## src/hdl/fsu_pkg.sv

```systemverilog
// Shared types, constants and the CP850 upper-half table for the
// short-name to UTF-8 converter. No dependencies.
package fsu_pkg;

    localparam logic [7:0] SPACE_BYTE = 8'h20;
    localparam logic [7:0] DOT_BYTE   = 8'h2E;
    localparam logic [7:0] NUL_BYTE   = 8'h00;
    localparam logic [3:0] POS_EXT    = 4'd8;
    localparam logic [3:0] POS_LAST   = 4'd10;
    localparam logic [2:0] PEND_MAX   = 3'd7;

    // One input item's worth of output: a repeated head byte (held spaces
    // or the dot), up to three character bytes, then an optional terminator.
    typedef struct packed {
        logic [2:0]       head_cnt;
        logic [7:0]       head_byte;
        logic [1:0]       ch_len;
        logic [2:0][7:0]  ch;
        logic             nul;
        logic [3:0]       total;
    } t_run;

    localparam logic [15:0] CP850_HIGH [128] = '{
        16'h00C7, 16'h00FC, 16'h00E9, 16'h00E2, 16'h00E4, 16'h00E0, 16'h00E5, 16'h00E7,
        16'h00EA, 16'h00EB, 16'h00E8, 16'h00EF, 16'h00EE, 16'h00EC, 16'h00C4, 16'h00C5,
        16'h00C9, 16'h00E6, 16'h00C6, 16'h00F4, 16'h00F6, 16'h00F2, 16'h00FB, 16'h00F9,
        16'h00FF, 16'h00D6, 16'h00DC, 16'h00F8, 16'h00A3, 16'h00D8, 16'h00D7, 16'h0192,
        16'h00E1, 16'h00ED, 16'h00F3, 16'h00FA, 16'h00F1, 16'h00D1, 16'h00AA, 16'h00BA,
        16'h00BF, 16'h00AE, 16'h00AC, 16'h00BD, 16'h00BC, 16'h00A1, 16'h00AB, 16'h00BB,
        16'h2591, 16'h2592, 16'h2593, 16'h2502, 16'h2524, 16'h00C1, 16'h00C2, 16'h00C0,
        16'h00A9, 16'h2563, 16'h2551, 16'h2557, 16'h255D, 16'h00A2, 16'h00A5, 16'h2510,
        16'h2514, 16'h2534, 16'h252C, 16'h251C, 16'h2500, 16'h253C, 16'h00E3, 16'h00C3,
        16'h255A, 16'h2554, 16'h2569, 16'h2566, 16'h2560, 16'h2550, 16'h256C, 16'h00A4,
        16'h00F0, 16'h00D0, 16'h00CA, 16'h00CB, 16'h00C8, 16'h0131, 16'h00CD, 16'h00CE,
        16'h00CF, 16'h2518, 16'h250C, 16'h2588, 16'h2584, 16'h00A6, 16'h00CC, 16'h2580,
        16'h00D3, 16'h00DF, 16'h00D4, 16'h00D2, 16'h00F5, 16'h00D5, 16'h00B5, 16'h00FE,
        16'h00DE, 16'h00DA, 16'h00DB, 16'h00D9, 16'h00FD, 16'h00DD, 16'h00AF, 16'h00B4,
        16'h00AD, 16'h00B1, 16'h2017, 16'h00BE, 16'h00B6, 16'h00A7, 16'h00F7, 16'h00B8,
        16'h00B0, 16'h00A8, 16'h00B7, 16'h00B9, 16'h00B3, 16'h00B2, 16'h25A0, 16'h00A0
    };

endpackage

```

## src/hdl/fsu_if.sv

```systemverilog
// Valid/ready channel interfaces of the short-name converter: name bytes in,
// UTF-8 bytes out. No dependencies.
interface fsu_in_if;
    logic       valid;
    logic       ready;
    logic [7:0] name_byte;
    logic       lower_base;
    logic       lower_ext;

    modport source (output valid, name_byte, lower_base, lower_ext, input ready);
    modport sink   (input valid, name_byte, lower_base, lower_ext, output ready);
    modport monitor (input valid, ready, name_byte, lower_base, lower_ext);
endinterface

interface fsu_out_if;
    logic       valid;
    logic       ready;
    logic [7:0] out_byte;
    logic       run_last;

    modport source (output valid, out_byte, run_last, input ready);
    modport sink   (input valid, out_byte, run_last, output ready);
    modport monitor (input valid, ready, out_byte, run_last);
endinterface

```

## src/hdl/fsu_decode.sv

```systemverilog
// Input stage: tracks the position within the 11-byte name, held spaces and
// the dot flag, and turns each accepted item into a run descriptor. Uses fsu_pkg.
module fsu_decode import fsu_pkg::*; (
    input  logic   i_clk,
    input  logic   i_rst_n,
    fsu_in_if.sink i_in,
    input  logic   i_take,
    output logic   o_run_load,
    output t_run   o_run
);

    logic [3:0]  r_pos, n_pos;
    logic [2:0]  r_pend, n_pend;
    logic        r_ext, n_ext;
    logic        accept;
    logic        is_space;
    logic        ext_now;
    logic        emit_ch;
    logic        lower_sel;
    logic [7:0]  b;
    logic [7:0]  ascii;
    logic [15:0] cp;
    t_run        run;

    assign i_in.ready = i_take;
    assign accept     = i_in.valid && i_take;
    assign b          = i_in.name_byte;
    assign is_space   = (b == SPACE_BYTE);
    assign cp         = CP850_HIGH[b[6:0]];

    always_comb begin
        n_pos     = r_pos;
        n_pend    = r_pend;
        n_ext     = r_ext;
        run       = '0;
        run.head_byte = SPACE_BYTE;
        emit_ch   = 1'b0;
        ext_now   = r_ext;
        lower_sel = i_in.lower_ext;
        ascii     = b;

        if (!r_pos[3]) begin
            lower_sel = i_in.lower_base;
            if (is_space) begin
                if (r_pend != PEND_MAX) begin
                    n_pend = r_pend + 3'd1;
                end
            end else begin
                run.head_cnt = r_pend;
                n_pend       = '0;
                emit_ch      = 1'b1;
            end
        end else begin
            if (r_pos == POS_EXT) begin
                n_pend = '0;
                if (!is_space) begin
                    ext_now       = 1'b1;
                    run.head_cnt  = 3'd1;
                    run.head_byte = DOT_BYTE;
                end
            end
            n_ext   = ext_now;
            emit_ch = ext_now && !is_space;
        end

        if (lower_sel && b >= 8'h41 && b <= 8'h5A) begin
            ascii = b | 8'h20;
        end

        if (emit_ch) begin
            if (!b[7]) begin
                run.ch_len = 2'd1;
                run.ch[0]  = ascii;
            end else if (cp[15:11] == 5'd0) begin
                run.ch_len = 2'd2;
                run.ch[0]  = {3'b110, cp[10:6]};
                run.ch[1]  = {2'b10, cp[5:0]};
            end else begin
                run.ch_len = 2'd3;
                run.ch[0]  = {4'b1110, cp[15:12]};
                run.ch[1]  = {2'b10, cp[11:6]};
                run.ch[2]  = {2'b10, cp[5:0]};
            end
        end

        if (r_pos >= POS_LAST) begin
            run.nul = 1'b1;
            n_pos   = '0;
            n_pend  = '0;
            n_ext   = 1'b0;
        end else begin
            n_pos = r_pos + 4'd1;
        end

        run.total = {1'b0, run.head_cnt} + {2'b00, run.ch_len} + {3'b000, run.nul};
    end

    always_ff @(posedge i_clk) begin
        if (!i_rst_n) begin
            r_pos  <= '0;
            r_pend <= '0;
            r_ext  <= 1'b0;
        end else if (accept) begin
            r_pos  <= n_pos;
            r_pend <= n_pend;
            r_ext  <= n_ext;
        end
    end

    // Items that only hold or skip a space produce no run at all, except the last item of the name.
    assign o_run_load = accept && (run.total != 4'd0);
    assign o_run      = run;

endmodule

```

## src/hdl/fsu_emit.sv

```systemverilog
// Output stage: holds one run descriptor and plays it out one byte per
// cycle into the output register unless the output stalls. Uses fsu_pkg.
module fsu_emit import fsu_pkg::*; (
    input  logic      i_clk,
    input  logic      i_rst_n,
    input  logic      i_run_load,
    input  t_run      i_run,
    output logic      o_take,
    fsu_out_if.source o_out
);

    logic       r_run_valid;
    t_run       r_run, n_run;
    logic [1:0] r_idx, n_idx;
    logic       r_out_valid;
    logic [7:0] r_out_byte;
    logic       r_out_last;
    logic       adv;
    logic       run_done;
    logic [7:0] cur_byte;

    assign adv      = r_run_valid && (!r_out_valid || o_out.ready);
    assign run_done = adv && (r_run.total == 4'd1);
    // The run register refills in the same cycle its last byte moves out.
    assign o_take   = !r_run_valid || run_done;

    always_comb begin
        n_run    = r_run;
        n_idx    = r_idx;
        cur_byte = NUL_BYTE;
        if (r_run.head_cnt != 3'd0) begin
            cur_byte       = r_run.head_byte;
            n_run.head_cnt = r_run.head_cnt - 3'd1;
        end else if (r_idx < r_run.ch_len) begin
            cur_byte = r_run.ch[r_idx];
            n_idx    = r_idx + 2'd1;
        end
        n_run.total = r_run.total - 4'd1;
    end

    always_ff @(posedge i_clk) begin
        if (!i_rst_n) begin
            r_run_valid <= 1'b0;
            r_out_valid <= 1'b0;
        end else begin
            if (i_run_load) begin
                r_run_valid <= 1'b1;
            end else if (run_done) begin
                r_run_valid <= 1'b0;
            end
            if (adv) begin
                r_out_valid <= 1'b1;
            end else if (o_out.ready) begin
                r_out_valid <= 1'b0;
            end
        end
    end

    always_ff @(posedge i_clk) begin
        if (i_run_load) begin
            r_run <= i_run;
            r_idx <= '0;
        end else if (adv) begin
            r_run <= n_run;
            r_idx <= n_idx;
        end
        if (adv) begin
            r_out_byte <= cur_byte;
            r_out_last <= (r_run.total == 4'd1);
        end
    end

    assign o_out.valid    = r_out_valid;
    assign o_out.out_byte = r_out_byte;
    assign o_out.run_last = r_out_last;

endmodule

```

## src/hdl/fat_short_name_to_utf8_core.sv

```systemverilog
// Top level of the FAT 8.3 short-name to UTF-8 converter.
// Depends on fsu_pkg, fsu_if, fsu_decode and fsu_emit.
//
//  channel  | dir | item                                   | handshake
//  ---------+-----+----------------------------------------+-----------
//  i_in     | in  | name_byte, lower_base, lower_ext       | valid/ready
//  o_out    | out | out_byte, run_last                     | valid/ready
//
// Each accepted item is decoded combinationally into a run of 0 to 10 bytes;
// the run is then played out one byte per cycle unless the output stalls.
// The next item is accepted in the cycle the current run's last byte leaves.
// Reset is synchronous and active low; it clears position, held spaces,
// the dot flag and both valid flags. Output stalls hold the run in place.
module fat_short_name_to_utf8_core import fsu_pkg::*; (
    input  logic      i_clk,
    input  logic      i_rst_n,
    fsu_in_if.sink    i_in,
    fsu_out_if.source o_out
);

    logic take;
    logic run_load;
    t_run run;

    fsu_decode u_decode (
        .i_clk      (i_clk),
        .i_rst_n    (i_rst_n),
        .i_in       (i_in),
        .i_take     (take),
        .o_run_load (run_load),
        .o_run      (run)
    );

    fsu_emit u_emit (
        .i_clk      (i_clk),
        .i_rst_n    (i_rst_n),
        .i_run_load (run_load),
        .i_run      (run),
        .o_take     (take),
        .o_out      (o_out)
    );

endmodule

```

## src/flat_wrapper.sv

```systemverilog
// flat-port wrapper written by rule: the top's interface ports become plain ports
module fat_short_name_to_utf8_core_flat import fsu_pkg::*;
  (i_clk, i_rst_n, i_in_valid, i_in_name_byte, i_in_lower_base, i_in_lower_ext, i_in_ready, o_out_valid, o_out_out_byte, o_out_run_last, o_out_ready);
  fsu_in_if i_in_i ();
  fsu_out_if o_out_i ();
  input  logic i_clk;
  input  logic i_rst_n;
  input wire logic [$bits(i_in_i.valid)-1:0] i_in_valid;
  input wire logic [$bits(i_in_i.name_byte)-1:0] i_in_name_byte;
  input wire logic [$bits(i_in_i.lower_base)-1:0] i_in_lower_base;
  input wire logic [$bits(i_in_i.lower_ext)-1:0] i_in_lower_ext;
  output wire logic [$bits(i_in_i.ready)-1:0] i_in_ready;
  output wire logic [$bits(o_out_i.valid)-1:0] o_out_valid;
  output wire logic [$bits(o_out_i.out_byte)-1:0] o_out_out_byte;
  output wire logic [$bits(o_out_i.run_last)-1:0] o_out_run_last;
  input wire logic [$bits(o_out_i.ready)-1:0] o_out_ready;
  assign i_in_i.valid = i_in_valid;
  assign i_in_i.name_byte = i_in_name_byte;
  assign i_in_i.lower_base = i_in_lower_base;
  assign i_in_i.lower_ext = i_in_lower_ext;
  assign i_in_ready = i_in_i.ready;
  assign o_out_valid = o_out_i.valid;
  assign o_out_out_byte = o_out_i.out_byte;
  assign o_out_run_last = o_out_i.run_last;
  assign o_out_i.ready = o_out_ready;
  fat_short_name_to_utf8_core u_core (.i_clk(i_clk), .i_rst_n(i_rst_n), .i_in(i_in_i), .o_out(o_out_i));
endmodule
```

## config.mk

```make
export PLATFORM = sky130hd
export DESIGN_NAME = fat_short_name_to_utf8_core_flat
export DESIGN_NICKNAME = d
export VERILOG_FILES = /design/src/hdl/fsu_pkg.sv /design/src/hdl/fsu_if.sv /design/src/hdl/fsu_decode.sv /design/src/hdl/fsu_emit.sv /design/src/hdl/fat_short_name_to_utf8_core.sv /design/src/flat_wrapper.sv
export SDC_FILE = /design/constraint.sdc
export NUM_CORES = 1
export LEC_CHECK = 0
export BUFFER_PORTS_ARGS = -buffer_cell sky130_fd_sc_hd__buf_2
export CORE_ASPECT_RATIO = 1.1
export CORE_MARGIN = 5
export CORE_UTILIZATION = 57
export DETAILED_ROUTE_END_ITERATION = 16
export PLACE_DENSITY = 0.8
export SYNTH_ARGS = -nofsm -noshare
export SYNTH_HDL_FRONTEND = slang
export SYNTH_HIERARCHICAL = 1
export SYNTH_SLANG_ARGS = --single-unit
```

## constraint.sdc

```tcl
create_clock -name i_clk -period 7.2 [get_ports i_clk]
set_input_delay 1.08 -clock i_clk [delete_from_list [all_inputs] [get_ports i_clk]]
set_output_delay 1.08 -clock i_clk [all_outputs]
set_load 0.02 [all_outputs]
```

[Yosys cells after proc, flatten, opt, wreduce, memory -nomap -nowiden]
Memories as Yosys holds them, arrays and structs flattened.
Index checks and enable logic that the tools add are counted.
Word-level totals
  bits in registers: 62
  bits in latches: 0
  RAM bits: 0
  bits in read-only memories: 2048
  input port bits: 14
  memories kept: 1
Cells by class
  add/sub/neg operators: 7
  multiply operators: 0
  div/mod/pow operators: 0
  order comparisons: 6
  eq/ne operators: 6
  shifts and indexed selects: 0
  multiplexer cells: 41
  bitwise gates (word level): 2
  reductions and logical operators: 24
Memory list
  (name not given): words 128, width 16, read ports 1, clocked after Yosys merged registers in 0, write ports 0, RTL line fsu_decode.sv:29  | assign cp = CP850_HIGH[b[6:0]];
Operator list (count)
  $mux 42: 2
  $mux 16: 3
  $mux 8: 6
  $mux 26: 1
  $mux 3: 8
  $bmux 8 s2: 1
  $mux 1: 14
  $mux 14: 1
  $mux 11: 1
  $reduce_bool 2->1: 5
  $mux 9: 1
  $eq 8x6->1 const B: 1
  $ge 8x7->1 const B: 1
  $ge 8x8->1 const B: 1
  $le 8x7->1 const B: 1
  $not 7->8: 1
  $logic_and 1x1->1: 7
  $mux 6: 1
  $reduce_and 3->1: 2
  $logic_not 5->1: 1
  $add 3x2->4: 1
  $add 4x1->4: 1
  $add 4x1->4 const B: 1
  $eq 4x1->1 const B: 1
  19 further kinds: 23

[Longest topological paths before layout]
Gate-level depths: netlist (run 1).
  depth in word-level cells: 14
  depth in mapped cells: 17
  depth with buffers taken out: 14

[Modules after synthesis]
The synthesis (run 1) kept the hierarchy.
By module, submodules not included
  fsu_decode: instances 1, cells an instance 375, area an instance 2750.1 um^2, seq. area each 160.2 um^2
  fsu_emit: instances 1, cells an instance 181, area an instance 2437.3 um^2, seq. area each 1581.5 um^2

[Least setup slack after synthesis (run 1)]
No wires, ideal clock.
  kind: in2reg
  from: input port i_in_name_byte[1]
  to: register u_core/u_emit/r_run[39] (netlist bit) (enable)
  arrival time: 6591 ps
  data required time: 6900 ps
  path slack: 309 ps
  stages on the path: 15
  buffers on the path: 3
  cell sequence: buf_2 -> inv_1 -> ha_1 -> mux2_4 -> a2111oi_2 -> a41oi_2 -> a21oi_2 -> inv_2 -> fa_1 -> fa_1 -> mux2_4 -> a31oi_1 -> clkbuf_1 -> buf_2 -> a21o_1
RTL lines
  start: declaration: RTL line flat_wrapper.sv:9  | input wire logic [$bits(i_in_i.name_byte)-1:0] i_in_name_byte;
  end signal: assignment: RTL line fsu_emit.sv:61  | r_run <= i_run;
  end signal: assignment: RTL line fsu_emit.sv:64  | r_run <= n_run;
  end: declaration: RTL line fsu_emit.sv:13  | t_run r_run, n_run;

==> results of run 1 <==
[through the flow]
| step | utilization [%] | hold WS, ns | power, mW | setup slack (ns) |
|---|---|---|---|---|
| after global placement | 57.85 | 0.4565 | 0.7301 | 1.702 |
| after detailed placement | 57.85 | 0.4609 | 0.7399 | 1.554 |
| final | 60.08 | 0.4678 | 1.046 | 1.869 |
| after global routing | 60.08 | 0.5046 | 1.094 | 1.616 |
| after floorplan | - | 0.4418 | 0.6856 | 0.3087 |
| after CTS | 60.08 | 0.4725 | 1.050 | 1.925 |
[critical path, delay by kind of cell]
kind	cells	cell delay, ns
buf+inv	4	0.73
fa+ha+maj	3	1.34
compound gates	4	1.30
mux	3	0.96
[report_power, final]
part / leakage (nW) / internal [mW] / switching (mW)
clock: 0.0996 / 0.161 / 0.149
sequential: 0.587 / 0.438 / 0.0206
combinational: 1.32 / 0.106 / 0.172
total: 2.01 / 0.704 / 0.342
[cells in the final DEF (no fill, tap or decap), types with 9 or more instances in the layout]
master	n
clkbuf_8	9
ha_1	21
nand2_1	42
dfxtp_1	12
o21ai_1	20
and2_1	38
a21oi_1	22
mux2i_1	12
buf_2	24
a31oi_1	13
edfxtp_1	50
nor2b_1	10
inv_1	20
nand2b_1	16
o21ai_0	12
nor2_1	31
[worst paths after layout]
check                       startpoint                         to  slack (ns)
max                  i_in_name_byte[1]    u_core/u_emit/r_run[39]        1.87
min reg2reg  u_core/u_emit/r_run_valid  u_core/u_emit/o_out.valid        0.47
max reg2reg   u_core/u_decode/r_pos[0]    u_core/u_emit/r_run[39]        3.36
min          u_core/u_emit/r_run_valid  u_core/u_emit/o_out.valid        0.47
[registers in the layout, summed over array words and instances (netlist names)]
signal and cells:
u_core/u_emit/o_out.run_last 1, u_core/u_decode/r_pos 4, u_core/u_emit/n_run 34, u_core/u_emit/r_idx 2, u_core/u_emit/o_out.out_byte 8, u_core/u_decode/r_ext 1, u_core/u_emit/r_run 7, u_core/u_emit/o_out.valid 1
u_core/u_decode/r_pend 3, u_core/u_emit/r_run_valid 1
[area by class of cell]
cell class / count / area share [%]
multi-input cells: 418 / 56.23
flip-flops and latches: 62 / 32.67
repair buffers: 27 / 2.910
well taps: 114 / 2.675
clock buffers: 9 / 2.323
inverters: 25 / 1.807
clock inverters: 7 / 1.385
[routing by layer]
layer,wire [um],GRT usage (%)
met4,524,10.16
met1,5293,28.78
met3,799,3.839
met2,6237,40.17
met5,0,0
==> impl_metrics.toml, run 1 <==
[final_layout]
ff_latch_area_sq_mm = 0.001742
fillerInstances = 747
multi_input_area_sq_mm = 0.002998
fin_cells = 662
syn_to_final_growth_pct = 2.848
drive_above_1_share_pct = 16.79
fin_area_sq_mm = 0.005331
antenna_cells = 0
final_nets = 580

[global_route]
grt_antenna_before_repair = 0
grt_util_all_layers_pct = 23.29
grt_max_degree = 67
grt_overflow_total = 0
grt_pass1_vias = 3971
grt_pass1_wl_um = 20170

[clocking]
post_cts.repair.setup_buffers = 0
cts_root_buf = "clkbuf_8"
ctsHoldBuffers = 0
htreeDepth = 3
cts_buffer_depth = 2
cts.sinks = 62
clk_pin_slew_ns = 0.08
numCtsBuffers = 9
cts_tree = "done"
cts_resized = 0
clkLatencyLatePin_ns = 0.34

[worst_setup_path]
worst-path-max-fanout = 19
critPathMaxStageDelay_ns = 0.51
arrival_ns = 5.43
reg2regPathDepth = 13
worst_setup_path_end_kind = "register"
critPathKind = "input port to register"
crit_chain = "buf_2 > inv_1 > ha_1 > mux2_4 > a2111oi_2 > a41oi_2 > a21oi_2 > inv_2 > fa_1 > fa_1 > mux2_4 > a31oi_4 > inv_2 > mux2_1"
required_ns = 7.30
cp_slowest_cell = "a31oi_4"
cp-start-kind = "input port"

[synthesis]
syn-instance-count = 555
syn_area_sq_mm = 0.005184
yosysWarnings = 6
synth.avg_cell_area_sq_um = 9.340

[sta]
fin_crit_sh_pct = 74.04
timing.setup.tns_ns = 0
relSlewSlack_pct = 47.00
rsz0062_at_grt = "no"
tightestPinTransition_ns = 0.7921
setup_viol = 0
slew_viol_final = 0
fmax_ghz = 0.1876
skew_ns = 0.01369
hold_viol = 0
fin_crit_ns = 5.331

[drt]
wl_per_cell_um = 19.42
drt_wl_total_um = 12850
firstDrtPassIters = 5
viasPerCell = 6.284
drt_iter0_drc = 307
drtAntennaViolNets = 0
drc_errors = 0
vias = 4160

[status]
status = "finished clean"

[floorplanning]
die_area_sq_mm = 0.01110
die_h_um = 110.0
ios = 25
die_w_um = 100.9
rows = 36
initial_core_util_pct = 58.42
core_sq_mm = 0.008874

[pwr]
p_leak_nw = 2.011
p_per_area_mw_per_mm2 = 196.3
vdd_drop_max_uv = 86.84

[place]
place_congestion = 0.9805
dp.cells = 646
place.detailed.hpwl_um = 9015
numPortBuffers = 24
dpl_cell_area_sq_mm = 0.005134

[job]
max_cap_violations = 0

[min_path]
min_path_cells = 2
hp-class = "register to register"
(Power assumes the default switching activity.)
==> run 2: changes to the inputs <==
--- a/config.mk
+++ b/config.mk
@@ -5,12 +5,13 @@
 export SDC_FILE = /design/constraint.sdc
 export NUM_CORES = 1
 export LEC_CHECK = 0
+export ABC_AREA = 1
 export BUFFER_PORTS_ARGS = -buffer_cell sky130_fd_sc_hd__buf_2
 export CORE_ASPECT_RATIO = 1.1
 export CORE_MARGIN = 5
-export CORE_UTILIZATION = 57
+export CORE_UTILIZATION = 59
 export DETAILED_ROUTE_END_ITERATION = 16
-export PLACE_DENSITY = 0.8
+export PLACE_DENSITY = 0.79
 export SYNTH_ARGS = -nofsm -noshare
 export SYNTH_HDL_FRONTEND = slang
 export SYNTH_HIERARCHICAL = 1
==> constraint.sdc (replaced) <==
create_clock -name i_clk -period 5.6 [get_ports i_clk]
set_input_delay 0.84 -clock i_clk [delete_from_list [all_inputs] [get_ports i_clk]]
set_output_delay 0.84 -clock i_clk [all_outputs]
set_load 0.02 [all_outputs]
==> impl_metrics.toml, run 2 <==
[global_route]
grt_antenna_before_repair = 0
grt_overflow_total = 0
grt_util_all_layers_pct = 27.98
grt_max_degree = 53
grt_pass1_vias = 4742
grt_pass1_wl_um = 23420

[drt]
firstDrtPassIters = 6
viasPerCell = 5.499
drt_wl_total_um = 14540
drt_iter0_drc = 456
wl_per_cell_um = 16.32
vias = 4900
drtAntennaViolNets = 0
drc_errors = 0

[job]
max_cap_violations = 0

[final_layout]
final_common_cell = "nand2_1"
syn_to_final_growth_pct = 5.310
antenna_cells = 0
final_nets = 812
final_cell_mix = "nand2_1 (294), inv_1 (98), nand3_1 (68), nor2_1 (55), edfxtp_1 (50)"
ff_latch_area_sq_mm = 0.001742
largest_register_ffs = 34
fillerInstances = 771
drive_above_1_share_pct = 11.28
multi_input_area_sq_mm = 0.002738

[worst_setup_path]
critPathMaxStageDelay_ns = 0.47
worst-path-max-fanout = 17
cp-start-kind = "input port"
cp.buffers_inverters = 5
required_ns = 5.64
critPathTopFamily = "adder cells"
crit_chain = "buf_2 > inv_1 > ha_1 > nand2_1 > nand3_1 > nand2_1 > nand3_2 > nand2_4 > nand2_2 > nand2_1 > nand2_2 > fa_1 > fa_1 > nand2_1 > inv_1 > nand2_1 > inv_1 > a21oi_4 > inv_1 > nand2_1"
critPathKind = "input port to register"
cp_slowest_cell = "fa_1"
crit_path_frequent_cell = "nand2_1"
worst_setup_path_end_kind = "register"
arrival_ns = 4.36

[synthesis]
syn-instance-count = 771
synth.avg_cell_area_sq_um = 6.693
syn_area_sq_mm = 0.005160
yosysWarnings = 6

[sta]
fmax_ghz = 0.2316
relSlewSlack_pct = 34.30
slew_viol_final = 0
fin_crit_ns = 4.319
setup_viol = 0
tightestPinTransition_ns = 0.9819
hold_viol = 0
skew_ns = 0.01160
hold_ws_ns = 0.4682
rsz0062_at_grt = "no"
timing.setup.tns_ns = 0
fin_crit_sh_pct = 77.12

[status]
status = "finished clean"

[clocking]
ctsHoldBuffers = 0
clk_pin_slew_ns = 0.09
cts_buffer_depth = 2
post_cts.repair.setup_buffers = 0
cts_tree = "done"
numCtsBuffers = 9
cts_root_buf = "clkbuf_8"
cts_resized = 0
cts.sinks = 62
clkLatencyLatePin_ns = 0.35
htreeDepth = 3

[pwr]
power_mw = 1.521
p_per_area_mw_per_mm2 = 279.9
p_leak_nw = 2.908
vdd_drop_max_uv = 153.8

[min_path]
hp-class = "register to register"

[floorplanning]
die_area_sq_mm = 0.01072
core_sq_mm = 0.008452
die_h_um = 108.1
rows = 35
die_w_um = 99.17
ios = 25
initial_core_util_pct = 61.05

[place]
numPortBuffers = 24
place.detailed.hpwl_um = 10770
place_congestion = 1.009
==> run 2: path summary, 6_finish.rpt <==
check,start,cells past startpoint,end,slack [ns]
setup / recovery,i_in_name_byte[0],20,u_core/u_emit/r_run[0],1.28
hold / removal,u_core/u_decode/r_ext,2,u_core/u_decode/r_ext,0.47
setup reg to reg,u_core/u_decode/r_pos[0],18,u_core/u_emit/r_run[0],2.10
hold reg to reg,u_core/u_decode/r_ext,2,u_core/u_decode/r_ext,0.47
==> run 2: layout make-up <==
| cell class | count | share of cell area, % |
|---|---|---|
| multi-input cells | 564 | 50.38 |
| flip-flops and latches | 62 | 32.05 |
| inverters | 109 | 7.668 |
| repair buffers | 29 | 3.131 |
| well taps | 111 | 2.556 |
| clock buffers | 9 | 2.280 |
| clock inverters | 7 | 1.934 |
==> run 2: routing by layer <==
layer	GRT usage, %	share of wire, %	up-vias
met2	47.60	47	223
met3	4.387	6.5	56
li1	-	-	2407
met4	16.10	5.4	0
met5	0	0	-
met1	33.54	41	2214
==> run 2: through the flow <==
step | utilization, % | worst slack, ns | area, sq um | instances
final | 64.29 | 1.281 | 5434 | 891
after global routing | 64.29 | 1.025 | 5434 | 891
after CTS | 64.29 | 1.356 | 5434 | 891
after detailed placement | 61.58 | 0.9966 | 5205 | 875
after global placement | 61.58 | 1.153 | 5205 | 875
after floorplan | - | 0.5783 | 5182 | 776
==> run 2: report_power, final <==
group	internal, mW	leakage (nW)	switching, mW
clock network	0.257	0.112	0.201
registers	0.587	0.588	0.0406
logic	0.136	2.21	0.298
total	0.981	2.91	0.540
==> run 2: worst reg2reg max path, stage by stage, from the launching register on <==
cell and delay, ns:
dfxtp_1 0.34, inv_1 0.11, ha_1 0.15, nand2_1 0.06, nor2_2 0.11, nor2_1 0.07
nand2_1 0.11, nand2_4 0.11, inv_1 0.14, nand2_2 0.10, fa_1 0.46, fa_1 0.47
nand2_1 0.08, inv_1 0.04, nand2_1 0.05, inv_1 0.06, a21oi_4 0.36, inv_1 0.18
nand2_1 0.20
==> run 3: changes to the inputs <==
==> constraint.sdc (replaced) <==
create_clock -name i_clk -period 4.3 [get_ports i_clk]
set_input_delay 0.645 -clock i_clk [delete_from_list [all_inputs] [get_ports i_clk]]
set_output_delay 0.645 -clock i_clk [all_outputs]
set_load 0.02 [all_outputs]
==> impl_metrics.toml, run 3 (synthesized netlist as in run 2, its figures left out) <==
[min_path]
min_from = "u_core/u_decode/r_ext"
hp-class = "register to register"

[sta]
tightestPinTransition_ns = 0.6697
skew_ns = 0.01065
setup_viol = 0
fin_crit_sh_pct = 90.22
fin_crit_ns = 3.879
fmax_ghz = 0.2578
timing.setup.tns_ns = 0
relSlewSlack_pct = 55.29
slew_viol_final = 0
rsz0062_at_grt = "no"
hold_viol = 0

[global_route]
grt_max_degree = 28
grt_pass1_wl_um = 23580
grt_antenna_before_repair = 0
met2_usage_pct = 47.89
grtUsageMet1_pct = 32.60
grt_pass1_vias = 4809
grt_util_all_layers_pct = 28.01
grt_overflow_total = 0
busiest_layer = "met2"
gr-usage-met3_pct = 5.290

[floorplanning]
rows = 35
die_area_sq_mm = 0.01072
die_h_um = 108.1
ios = 25
core_sq_mm = 0.008452
initial_core_util_pct = 61.05
die_w_um = 99.17

[final_layout]
final_cell_mix = "nand2_1 (294), inv_1 (98), nand3_1 (68), nor2_1 (55), edfxtp_1 (50)"
antenna_cells = 0
largest_register_ffs = 34
syn_to_final_growth_pct = 7.638
fin_area_sq_mm = 0.005554
final_common_cell = "nand2_1"
final_nets = 832
drive_above_1_share_pct = 13.50

[pwr]
p_leak_nw = 2.994
p_per_area_mw_per_mm2 = 335.1
power_mw = 1.861
vdd_drop_max_uv = 183.2

[drt]
drt_iter0_drc = 449
viasPerCell = 5.441
drtAntennaViolNets = 0
wl_per_cell_um = 16.04
vias = 4957
drc_errors = 0
drt_wl_total_um = 14610
firstDrtPassIters = 5

[worst_setup_path]
ff2ff_setup_slack_ns = 0.93
required_ns = 4.34
worst_setup_path_end_kind = "register"
startpoint = "i_in_name_byte[0]"
worst-path-max-fanout = 27
timing.rr.start = "u_core/u_decode/r_pos[1]"
critPathKind = "input port to register"
cp-start-kind = "input port"
arrival_ns = 3.92

[place]
numPortBuffers = 24
place.detailed.hpwl_um = 11410
place_congestion = 1.017
dpl_cell_area_sq_mm = 0.005380

[clocking]
cts_tree = "done"
cts_buffer_depth = 2
cts_root_buf = "clkbuf_8"
cts.sinks = 62
ctsHoldBuffers = 0
htreeDepth = 3
clk_pin_slew_ns = 0.07
post_cts.repair.setup_buffers = 0
clkLatencyLatePin_ns = 0.33
cts_resized = 0
numCtsBuffers = 9

[job]
max_cap_violations = 0

[status]
status = "finished clean"
run 3: cell count changes in the layout (fill, tap and decap cells not counted), sizes merged:
cell      previous run  this run
buf                 29        49
clkinvlp             1         0
bufinv               2         0
inv                112       110
clkinv               1         6
run 3: where the power goes:
group	switching, mW	leakage [nW]	internal [mW]	total (mW)
Combinational	0.397	2.31	0.201	0.598
Sequential	0.0501	0.588	0.765	0.815
Clock	0.237	0.0933	0.211	0.448
Total	0.685	2.99	1.18	1.86
run 3: per-stage QoR:
stage          setup slack [ns]  instances  hold slack, ns  utilization, %
2_1_floorplan           0.01763        776          0.4359               -
3_3_place_gp             0.2943        895          0.4555           63.66
3_5_place_dp             0.1527        895          0.4691           63.66
4_1_cts                  0.4847        911          0.4787           65.71
5_1_grt                  0.1801        911          0.4925           65.71
6_report                 0.4207        911          0.4748           65.71
run 3: worst paths after layout:
kind,endpoint,cells after the start
worst min register to register,u_core/u_decode/r_ext,2
worst max register to register,u_core/u_emit/n_run[16],18
worst min-delay path,u_core/u_decode/r_ext,2
worst max-delay path,u_core/u_emit/n_run[16],21
run 3: layout make-up:
| type | count | area [sq um] |
|---|---|---|
| clock buffers | 9 | 123.9 |
| clock inverters | 7 | 50.05 |
| fillers | 746 | 2898 |
| inverters | 109 | 416.7 |
| multi-input cells | 564 | 2738 |
| flip-flops and latches | 62 | 1742 |
| well taps | 111 | 138.9 |
| repair buffers | 49 | 345.3 |
run 3: worst max-delay path, stage by stage:
cell,delay (ns)
buf_2,0.11
inv_1,0.20
ha_1,0.28
inv_1,0.09
nand2_1,0.13
inv_1,0.08
nand2_1,0.06
nand3_1,0.11
nand2_2,0.16
nand2_2,0.09
nand2_1,0.08
nand2_2,0.08
fa_1,0.47
fa_1,0.48
nand2_1,0.09
inv_1,0.04
nand2_1,0.06
inv_1,0.06
a21oi_4,0.21
buf_12,0.21
buf_12,0.17
run 3: layer usage:
metal	wire, um	share of wire, %
met1	5701	39
met2	7163	49
met3	1053	7.2
met4	695	4.8
met5	0	0
